### config.mk
export PLATFORM = sky130hd
export DESIGN_NAME = tns_front
export DESIGN_NICKNAME = d
export VERILOG_FILES = /design/src/rtl/tns_pkg.sv /design/src/rtl/tns_front.sv
export SDC_FILE = /design/constraint.sdc
export NUM_CORES = 1
export LEC_CHECK = 0
export BUFFER_PORTS_ARGS = -buffer_cell sky130_fd_sc_hd__clkbuf_2
export CAP_MARGIN = 20
export CORE_ASPECT_RATIO = 1.25
export CORE_UTILIZATION = 54
export CTS_BUF_LIST = sky130_fd_sc_hd__clkbuf_4
export CTS_CLUSTER_DIAMETER = 80
export DETAILED_ROUTE_END_ITERATION = 8
export PLACE_DENSITY_LB_ADDON = 0.25
export REMOVE_ABC_BUFFERS = 1
export SYNTH_ARGS = -nofsm -noshare
export SYNTH_HDL_FRONTEND = slang
export SYNTH_SLANG_ARGS = --single-unit
export TNS_END_PERCENT = 1
### constraint.sdc
create_clock -name clk -period 2.6 [get_ports clk]
set_input_delay 0.65 -clock clk [delete_from_list [all_inputs] [get_ports clk]]
set_output_delay 0.65 -clock clk [all_outputs]
set_load 0.05 [all_outputs]
### src/rtl/tns_pkg.sv
`default_nettype none
package tns_pkg;

  localparam int SONG_COUNT = 4;
  localparam int MAX_NOTES  = 64;

  localparam int SONG_W  = 2;
  localparam int NOTE_W  = 6;
  localparam int FREQ_W  = 16;
  localparam int DUR_W   = 16;
  localparam int LEN_W   = 7;
  localparam int BASE_W  = 24;
  localparam int DIV_W   = 16;
  localparam int SPK_W   = 2;
  localparam int FUNC_W  = 3;

  localparam int NOTE_DEPTH   = SONG_COUNT * MAX_NOTES;
  localparam int NOTE_ADDR_W  = $clog2(NOTE_DEPTH);
  localparam int ENTRY_W      = FREQ_W + DUR_W;
  localparam int DIV_CNT_W    = $clog2(BASE_W + 1);

  localparam int IN_TDATA_W   = 48;
  localparam int OUT_TDATA_W  = 24;
  localparam int CFG_DATA_W   = 32;
  localparam int CFG_ADDR_W   = 3;

  localparam logic [BASE_W-1:0] BASE_RESET = BASE_W'(1193182);

  localparam logic [SPK_W-1:0] SPK_BOTH = 2'b11;
  localparam logic [SPK_W-1:0] SPK_DATA = 2'b10;

  localparam logic [FUNC_W-1:0] FUNC_TICK  = 3'd0;
  localparam logic [FUNC_W-1:0] FUNC_NEXT  = 3'd1;
  localparam logic [FUNC_W-1:0] FUNC_PREV  = 3'd2;
  localparam logic [FUNC_W-1:0] FUNC_MUTE  = 3'd3;
  localparam logic [FUNC_W-1:0] FUNC_WNOTE = 3'd4;
  localparam logic [FUNC_W-1:0] FUNC_WLEN  = 3'd5;

  localparam logic CFG_IDX_BASE = 1'b0;

  typedef enum logic [2:0] {
    OP_TICK,
    OP_NEXT,
    OP_PREV,
    OP_MUTE,
    OP_WNOTE,
    OP_WLEN,
    OP_NOP
  } op_t;

  typedef enum logic [1:0] {
    ST_IDLE,
    ST_FETCH,
    ST_DIVIDE
  } state_t;

  typedef struct packed {
    op_t               op;
    logic [SONG_W-1:0] song_sel;
    logic [NOTE_W-1:0] note_sel;
    logic [FREQ_W-1:0] freq;
    logic [DUR_W-1:0]  dur;
    logic [LEN_W-1:0]  slen;
  } cmd_t;

  typedef struct packed {
    logic              tone_load;
    logic [DIV_W-1:0]  divisor;
    logic [SPK_W-1:0]  spk;
    logic [SONG_W-1:0] song;
    logic              muted;
  } result_t;

endpackage
`default_nettype wire

### src/rtl/tns_front.sv
`default_nettype none
module tns_front
  import tns_pkg::*;
(
  input  wire logic                  clk,
  input  wire logic                  rst_n,
  input  wire logic                  in_tvalid,
  output logic                       in_tready,
  input  wire logic [IN_TDATA_W-1:0] in_tdata,
  input  wire logic [FUNC_W-1:0]     in_tuser,
  output logic                       cmd_valid,
  input  wire logic                  cmd_ready,
  output cmd_t                       cmd
);

  cmd_t       q_r [2];
  logic       wr_ptr_r, wr_ptr_nxt;
  logic       rd_ptr_r, rd_ptr_nxt;
  logic [1:0] cnt_r, cnt_nxt;
  cmd_t       cmd_in;
  logic       push, pop;

  always_comb begin
    cmd_in.song_sel = in_tdata[1:0];
    cmd_in.note_sel = in_tdata[7:2];
    cmd_in.freq     = in_tdata[23:8];
    cmd_in.dur      = in_tdata[39:24];
    cmd_in.slen     = in_tdata[46:40];
    unique case (in_tuser)
      FUNC_TICK:  cmd_in.op = OP_TICK;
      FUNC_NEXT:  cmd_in.op = OP_NEXT;
      FUNC_PREV:  cmd_in.op = OP_PREV;
      FUNC_MUTE:  cmd_in.op = OP_MUTE;
      FUNC_WNOTE: cmd_in.op = OP_WNOTE;
      FUNC_WLEN:  cmd_in.op = OP_WLEN;
      default:    cmd_in.op = OP_NOP;
    endcase
  end

  assign in_tready = (cnt_r != 2'd2);
  assign cmd_valid = (cnt_r != 2'd0);
  assign cmd       = q_r[rd_ptr_r];
  assign push      = in_tvalid && in_tready;
  assign pop       = cmd_valid && cmd_ready;

  always_comb begin
    wr_ptr_nxt = push ? ~wr_ptr_r : wr_ptr_r;
    rd_ptr_nxt = pop ? ~rd_ptr_r : rd_ptr_r;
    cnt_nxt    = cnt_r + 2'(push) - 2'(pop);
  end

  always_ff @(posedge clk) begin
    if (!rst_n) begin
      wr_ptr_r <= 1'b0;
      rd_ptr_r <= 1'b0;
      cnt_r    <= 2'd0;
    end else begin
      wr_ptr_r <= wr_ptr_nxt;
      rd_ptr_r <= rd_ptr_nxt;
      cnt_r    <= cnt_nxt;
    end
  end

  always_ff @(posedge clk) begin
    if (push) begin
      q_r[wr_ptr_r] <= cmd_in;
    end
  end

endmodule
`default_nettype wire

==> impl_metrics.json, run 1 <==
{
  "finalSetupViolations": 0,
  "status": "finished clean",
  "cts_hold_buffers": 0,
  "synthTopCellsByArea": "edfxtp_1, mux2_1, dfxtp_1",
  "drc_errors": 0,
  "cp-start-kind": "flip-flop",
  "grt_max_degree": 46,
  "path_clk_slew_ps": 160,
  "intPower_mw": 2.63,
  "crit_fanout": 21,
  "criticalPathCategory": "reg -> out",
  "cts-root-buf": "clkbuf_4",
  "worstPathArrival_ps": 1750,
  "postRouteAntennaNets": 0,
  "yosysTopAreaCellShare_pct": 77.0,
  "clkSinkCount": 105,
  "fin_nets": 357,
  "synth_cell_types": 28,
  "leakage_nw": 1.78,
  "hold_violations": 0,
  "start_util_pct": 55.9,
  "cts_max_level": 3,
  "clk_latency_ps": 430,
  "finalMaxSlewViolations": 0,
  "overflow": 0,
  "grt_first_pass_wirelength_mm": 9.72,
  "dieHeight_um": 97,
  "final_layout_size_suffix_gt1_share_pct": 42.3,
  "synthMuxAreaShare_pct": 14.4,
  "power_frac_comb_pct": 33.9,
  "synthXorXnorAreaFrac_pct": 0.225,
  "synth_area_sq_um": 3900,
  "dieArea_sq_um": 7570,
  "grt_pass1_vias": 2024,
  "vias_per_cell": 5.09,
  "port_buffers": 105,
  "cp-end-kind": "primary output",
  "p_sw_mw": 1.61,
  "worst_pin_slew_ps": 316,
  "pin_count": 107,
  "final_cell_area_sq_um": 4680,
  "required_ps": 1950,
  "synth_compound_area_share_pct": 1.32,
  "skew_ps": 20.7,
  "power_frac_seq_pct": 50.2,
  "place_hpwl_mm": 4.19,
  "p_clk_share_pct": 15.9,
  "swShare_pct": 38.0,
  "rsz0062_at_grt": "no",
  "synth_top_family_by_area": "multiplexers",
  "max-cap-violations": 0,
  "n_antenna_cell": 0,
  "hold_class": "in -> reg",
  "antenna_found_initial": 0,
  "powerDensity_nw_per_um2": 905,
  "cts_resized": 0,
  "syn_avg_cell_area_sq_um": 20.6,
  "ir_drop_mv": 0.581,
  "die_w_um": 78,
  "rows": 34,
  "ys_seq_area_share_pct": 79.6,
  "grt_usage_pct": 17.6,
  "synth_adder_area_share_pct": 0.321,
  "wl_per_cell_um": 16.0,
  "wirelength_mm": 6.31,
  "synth-simple-area-share_pct": 2.63,
  "placed_area_sq_um": 4570,
  "cts_tree": "done",
  "fill_cells": 504,
  "drt-pass1-iter-count": 4,
  "synthCells": 189,
  "area_growth_pct": 19.9,
  "timing.final.crit_share_pct": 92.2,
  "synth_top_area_cell": "edfxtp_1",
  "num_vias": 2010,
  "yosys_warnings": 0,
  "synth_seq_cells": 105,
  "cts_made_buffers": 9,
  "fmax_mhz": 417,
  "whs_ps": 392,
  "cts_max_path_buffers": 2,
  "max-slew-margin-rel_pct": 78.8,
  "coreArea_sq_um": 6980,
  "postCtsSetupBuffers": 0,
  "routabilityCongestion": 0.773,
  "min_period_ps": 2400,
  "drt_iter0_drc": 121
}
## path summary, 6_finish.rpt
| path | from | endpoint | slack [ps] | depth (start not counted) |
|---|---|---|---|---|
| hold reg to reg | rd_ptr_r$_SDFFE_PN0P_ | rd_ptr_r$_SDFFE_PN0P_ | 530 | 2 |
| hold / removal | in_tdata[13] | q_r[1][28]$_DFFE_PP_ | 390 | 1 |
| setup reg to reg | cnt_r[1]$_SDFF_PN0_ | cnt_r[1]$_SDFF_PN0_ | 940 | 6 |
| setup / recovery | flip-flop | cmd[3] | 200 | 3 |
## critical path, cell delays in order (launching register included)
cell and delay (ps):
dfxtp_4 520, buf_12 220, mux2_1 350, clkbuf_2 240
## per-layer routing
| metal | routed length, um | vias to the layer above | track usage (%) |
|---|---|---|---|
| met1 | 2550 | 977 | 20.3 |
| met4 | 98 | 0 | 7.41 |
| li1 | - | 961 | - |
| met3 | 316 | 8 | 4.43 |
| met5 | 0 | - | 0 |
| met2 | 3340 | 64 | 30.9 |
## sequential cells by signal, summed over array words and instances (netlist names), named ones only
name and flops:
q_r 100, rd_ptr_r 1, wr_ptr_r 1, cnt_r 2
## synth_stat cells (all sizes together)
cell,count
nand2b,1
a21bo,1
nand3b,1
o31a,1
o21ba,1
inv,2
edfxtp,100
nor2,4
a21boi,1
and3,2
nor2b,1
and2,1
dfxtp,5
o21ai,2
clkbuf,2
nor4,1
ha,1
nor3,1
a21oi,1
xor2,1
or2,1
nor4bb,1
mux2,50
buf,6
nand3,1
## power by group through the flow
stage / logic [mW] / registers [mW] / clock network (mW)
global placement: 1.44 / 2.15 / 0
finish: 1.43 / 2.13 / 0.672
floorplan: 1.06 / 2.19 / 0
detailed placement: 1.45 / 2.17 / 0
global route: 1.51 / 2.15 / 0.758
CTS: 1.45 / 2.13 / 0.695
## cell families after synthesis
logic type | after synthesis
XOR/XNOR | 1
buffers and inverters | 10
flip-flops | 105
multiplexers | 50
AO/OA/AOI/OAI | 7
AND/OR/NAND/NOR | 15
adder cells (fa/ha/maj) | 1
## layout by cell type, fill, tap and decap left out, types with 2 or more instances in the layout
master / instances
clkbuf_2: 105
dfxtp_1: 4
clkinvlp_4: 2
buf_12: 4
nor2_1: 4
clkinv_1: 2
mux2_1: 50
clkbuf_4: 9
edfxtp_1: 100
## stage by stage
step	setup TNS, ps	util [%]	instances	setup WS (ps)	power [mW]
finish	0	67.0	395	202	4.23
global route	0	67.0	395	99.5	4.41
CTS	0	67.0	395	54.2	4.27
detailed placement	0	65.5	380	544	3.61
global placement	0	65.5	380	539	3.59
floorplan	-4600	-	181	-50.1	3.24
## layout make-up
| cell class | count | area, sq um | area share (%) |
|---|---|---|---|
| repair buffers | 109 | 606 | 13.0 |
| clock buffers | 9 | 67.6 | 1.45 |
| inverters | 2 | 7.51 | 0.161 |
| flip-flops and latches | 105 | 3110 | 66.4 |
| clock inverters | 6 | 36.3 | 0.776 |
| multi-input cells | 74 | 739 | 15.8 |
| well taps | 90 | 113 | 2.41 |
(Power assumes the default switching activity.)
==> inputs of run 2 (changes only) <==
clock period = 2.65 ns   (was 2.6 ns; I/O delays follow)
==> run 2 against run 1 <==
Sequential share of layout area fell by 0.14 points. Setup slack improved by 32 ps. Largest cell class unchanged. Clock power rose by 17%.
==> impl_metrics.json, run 2 (synthesis gave the netlist of run 1 again) <==
{
  "status": "finished clean",
  "postRouteAntennaNets": 0,
  "cp-end-kind": "primary output",
  "whs_ps": 407,
  "cp_top_family": "buffers and inverters",
  "start_util_pct": 55.9,
  "cts_max_level": 3,
  "finalSetupTns_ps": 0,
  "required_ps": 1990,
  "cts_max_path_buffers": 2,
  "drt-pass1-iter-count": 4,
  "fin_nets": 357,
  "critPathMaxStageDelay_ps": 380,
  "wl_per_cell_um": 15.6,
  "fmax_mhz": 414,
  "r2r_cells": 6,
  "cts_resized": 0,
  "critPathSlowestCell": "mux2_1",
  "hold_class": "in -> reg",
  "stdcell_count": 396,
  "fill_cells": 517,
  "whs_path_depth": 1,
  "vias_per_cell": 5.17,
  "grt_usage_pct": 17.5,
  "cp-start-kind": "flip-flop",
  "clkSinkCount": 105,
  "final_common_cell": "clkbuf_2",
  "place_hpwl_mm": 4.16,
  "timing.final.crit_share_pct": 91.1,
  "p_total_mw": 4.25,
  "clk_latency_ps": 430,
  "dieHeight_um": 97,
  "top_register": "q_r",
  "cts_hold_buffers": 0,
  "skew_ps": 17.8,
  "final_cell_area_sq_um": 4680,
  "rsz0062_at_grt": "no",
  "crit_chain": "buf_4 -> mux2_1 -> clkbuf_2",
  "grt_pass1_vias": 2083,
  "die_w_um": 78,
  "postCtsSetupBuffers": 0,
  "antenna_found_initial": 0,
  "grt_max_degree": 46,
  "worst_pin_slew_ps": 384,
  "leakage_nw": 1.79,
  "port_buffers": 105,
  "drt_iter0_drc": 118,
  "worstPathArrival_ps": 1750,
  "final_cell_mix": "clkbuf_2, edfxtp_1, mux2_1",
  "ir_drop_mv": 0.643,
  "placed_area_sq_um": 4540,
  "min_period_ps": 2420,
  "final_layout_size_suffix_gt1_share_pct": 42.8,
  "cts-root-buf": "clkbuf_4",
  "top_regs": "q_r (100), cnt_r (2)",
  "coreArea_sq_um": 6980,
  "placed_cells": 380,
  "cts_tree": "done",
  "dp_slack_ps": 683,
  "pin_count": 107,
  "path_clk_slew_ps": 150,
  "crit_fanout": 29,
  "routabilityCongestion": 0.781,
  "overflow": 0,
  "drc_errors": 0,
  "post-route-util_pct": 67.1,
  "area_growth_pct": 20.1,
  "rows": 34,
  "cp_num_buf_inv": 2,
  "criticalPathCategory": "reg -> out",
  "cp.depth": 3,
  "finalMaxSlewViolations": 0,
  "powerDensity_nw_per_um2": 907,
  "grt_first_pass_wirelength_mm": 9.71,
  "wirelength_mm": 6.17,
  "dieArea_sq_um": 7570,
  "max-cap-violations": 0,
  "max-slew-margin-rel_pct": 74.4,
  "finalSetupViolations": 0,
  "num_vias": 2047,
  "hold_violations": 0,
  "cts_made_buffers": 9,
  "largest_register_ffs": 100,
  "n_antenna_cell": 0,
  "finalWorstSetupSlack_ps": 235
}
-- run 2: power by group --
part	switching, mW	internal (mW)	leakage (nW)
clock	0.477	0.309	0.0749
sequential	0.0483	2.01	0.977
combinational	1.04	0.360	0.741
-- run 2: per-layer routing --
| metal | track usage [%] | vias to the layer above | wire length (um) |
|---|---|---|---|
| met2 | 31.2 | 72 | 3400 |
| li1 | - | 970 | - |
| met1 | 19.5 | 996 | 2340 |
| met5 | 0 | - | 0 |
| met3 | 4.34 | 9 | 325 |
| met4 | 8.26 | 0 | 100 |
-- run 2: worst paths after layout --
| kind | startpoint | end | slack (ps) |
|---|---|---|---|
| hold / removal | in_tdata[9] | q_r[0][24]$_DFFE_PP_ | 410 |
| setup reg to reg | cnt_r[1]$_SDFF_PN0_ | cnt_r[1]$_SDFF_PN0_ | 1000 |
| hold reg to reg | rd_ptr_r$_SDFFE_PN0P_ | rd_ptr_r$_SDFFE_PN0P_ | 530 |
| setup / recovery | flip-flop | cmd[40] | 230 |
-- run 2: layout make-up --
cell class	instances	area (sq um)	share of cell area [%]
Clock buffer	11	82.6	1.76
Tap cell	90	113	2.41
Multi-Input combinational cell	74	739	15.8
Inverter	2	7.51	0.160
Sequential cell	105	3100	66.3
Clock inverter	5	55.1	1.18
Timing Repair Buffer	109	581	12.4
==> inputs of run 3 (changes only) <==
--- a/config.mk
+++ b/config.mk
@@ -7,2 +7,3 @@
 export LEC_CHECK = 0
+export ABC_AREA = 1
 export BUFFER_PORTS_ARGS = -buffer_cell sky130_fd_sc_hd__clkbuf_2
--- a/constraint.sdc
+++ b/constraint.sdc
@@ -3,2 +3,2 @@
 set_output_delay 0.6625 -clock clk [all_outputs]
-set_load 0.05 [all_outputs]
+set_load 0.01 [all_outputs]
==> run 3 against run 2 <==
Core utilization down 1.4 points. Critical path depth unchanged. Hold slack better by 4.9 ps. Maximum frequency up 3.1%. Highest routed layer unchanged. Cell count up 2.3%. Non-clock buffer count up 2. Sequential share of layout area down 2.1 points. Clock power about the same. Setup slack better by 72 ps. Clock skew up 2.7 ps.
==> impl_metrics.json, run 3 <==
{
  "status": "finished clean",
  "yosysMostFrequentCell": "edfxtp_1",
  "postRouteAntennaNets": 0,
  "ys.flop_type": "edfxtp_1",
  "grt_usage_pct": 16.1,
  "max-slew-margin-rel_pct": 67.6,
  "timing.final.crit_share_pct": 88.4,
  "criticalPathCategory": "reg -> out",
  "leakage_nw": 1.96,
  "synthCells": 195,
  "n_antenna_cell": 0,
  "cts_max_path_buffers": 2,
  "hold_violations": 0,
  "final_cell_mix": "clkbuf_2, edfxtp_1, mux2_4",
  "dieHeight_um": 99.6,
  "required_ps": 1990,
  "fill_cells": 529,
  "yosysTopAreaCellShare_pct": 73.0,
  "powerDensity_nw_per_um2": 872,
  "p_total_mw": 4.22,
  "async_flop_share_pct": 0,
  "grt_first_pass_wirelength_mm": 9.26,
  "fin_nets": 365,
  "pin_count": 107,
  "min_period_ps": 2340,
  "rsz0062_at_grt": "no",
  "final_cell_area_sq_um": 4840,
  "worstPathArrival_ps": 1680,
  "top_register": "q_r",
  "placed_area_sq_um": 4700,
  "r2r_cells": 5,
  "area_growth_pct": 17.5,
  "die_w_um": 80.1,
  "max-cap-violations": 0,
  "r2r_end": "q_r[1][44]$_DFFE_PP_",
  "synth_edf_count": 100,
  "routabilityCongestion": 0.673,
  "reg2reg_slack_ps": 1020,
  "r2r_start": "cnt_r[0]$_SDFF_PN0_",
  "top_regs": "q_r (100), cnt_r (2)",
  "finalSetupTns_ps": 0,
  "cts_resized": 0,
  "final_common_cell": "clkbuf_2",
  "antenna_found_initial": 0,
  "synth_seq_cells": 105,
  "yosys_warnings": 0,
  "ir_drop_mv": 0.542,
  "start_util_pct": 55.9,
  "grt_pass1_vias": 1915,
  "path_clk_slew_ps": 150,
  "num_vias": 1975,
  "cts_made_buffers": 9,
  "finalMaxSlewViolations": 0,
  "syn_avg_cell_area_sq_um": 21.1,
  "coreArea_sq_um": 7360,
  "cts_tree": "done",
  "stdcell_count": 405,
  "finalSetupViolations": 0,
  "clkSinkCount": 105,
  "dieArea_sq_um": 7980,
  "placed_cells": 390,
  "final_layout_size_suffix_gt1_share_pct": 57.5,
  "cts_max_level": 3,
  "port_buffers": 105,
  "rows": 35,
  "vias_per_cell": 4.88,
  "ys_top_cells_by_count": "edfxtp_1, mux2_4, nand2_1, nor2_1, inv_1",
  "skew_ps": 20.5,
  "wirelength_mm": 6.05,
  "cts-root-buf": "clkbuf_4",
  "hold_class": "in -> reg",
  "synth_cell_types": 15,
  "postCtsSetupBuffers": 0,
  "post-route-util_pct": 65.7,
  "ys_seq_area_share_pct": 75.4,
  "overflow": 0,
  "crit_path_end": "cmd[10]",
  "largest_register_ffs": 100,
  "crit_fanout": 26,
  "synthTopCellsByArea": "edfxtp_1, mux2_4, buf_12",
  "fmax_mhz": 427,
  "cp-end-kind": "primary output",
  "drt-pass1-iter-count": 4,
  "synth_area_sq_um": 4120,
  "hold_path_startpoint": "in_tdata[38]",
  "grt_max_degree": 35,
  "clk_latency_ps": 430,
  "cp-start-kind": "flip-flop",
  "drc_errors": 0,
  "wl_per_cell_um": 14.9,
  "place_hpwl_mm": 4.02,
  "cts_hold_buffers": 0,
  "synth_top_area_cell": "edfxtp_1",
  "worst_pin_slew_ps": 487,
  "drt_iter0_drc": 96
}
==> run 3: metal layers <==
layer  wire, um  track usage, %  up-vias  share of wire [%]
li1           -               -      962                  -
met1       2430            18.6      943                 40
met2       3230            28.1       62                 53
met3        278            3.49        8                4.6
met4        102            7.83        0                1.7
met5          0               0        -                  0
==> run 3: worst min-delay path by stage <==
stage	cells past startpoint	endpoint	slack, ps
6_report	1	q_r[1][21]$_DFFE_PP_	410
4_1_cts	1	q_r[1][21]$_DFFE_PP_	380
3_5_place_dp	2	flip-flop	500
2_1_floorplan	2	flip-flop	470
3_3_place_gp	2	flip-flop	480
5_1_grt	1	q_r[1][2]$_DFFE_PP_	370
==> run 3: layout make-up <==
| cell class | instances | area [sq um] | area share, % |
|---|---|---|---|
| repair buffers | 111 | 571 | 11.8 |
| clock buffers | 11 | 82.6 | 1.71 |
| multi-input cells | 75 | 882 | 18.2 |
| well taps | 92 | 115 | 2.38 |
| clock inverters | 4 | 53.8 | 1.11 |
| inverters | 7 | 26.3 | 0.543 |
| flip-flops and latches | 105 | 3110 | 64.2 |
==> run 3: stage by stage <==
step                hold WS [ps]  setup WS, ps
finish                       412           307
global route                 368           203
CTS                          379           254
detailed placement           502           749
global placement             481           749
floorplan                    467          -744
==> run 3: cell families after synthesis <==
family / share of synthesized area (%)
AO/OA/AOI/OAI: 0.304
XOR/XNOR: 0.213
adder cells (fa/ha/maj): 0.304
buffers and inverters: 3.53
flip-flops: 75.4
multiplexers: 18.2
AND/OR/NAND/NOR: 2.01
==> run 3: critical path, stage by stage, from the launching register on <==
cell,delay (ps)
dfxtp_4,360
buf_4,410
mux2_4,340
clkbuf_2,130
==> run 3: where the power goes <==
part	leakage [nW]	internal [mW]	switching, mW	total, mW
clock network	0.0696	0.308	0.479	0.787
registers	0.977	2.10	0.0680	2.17
logic	0.916	0.633	0.626	1.26
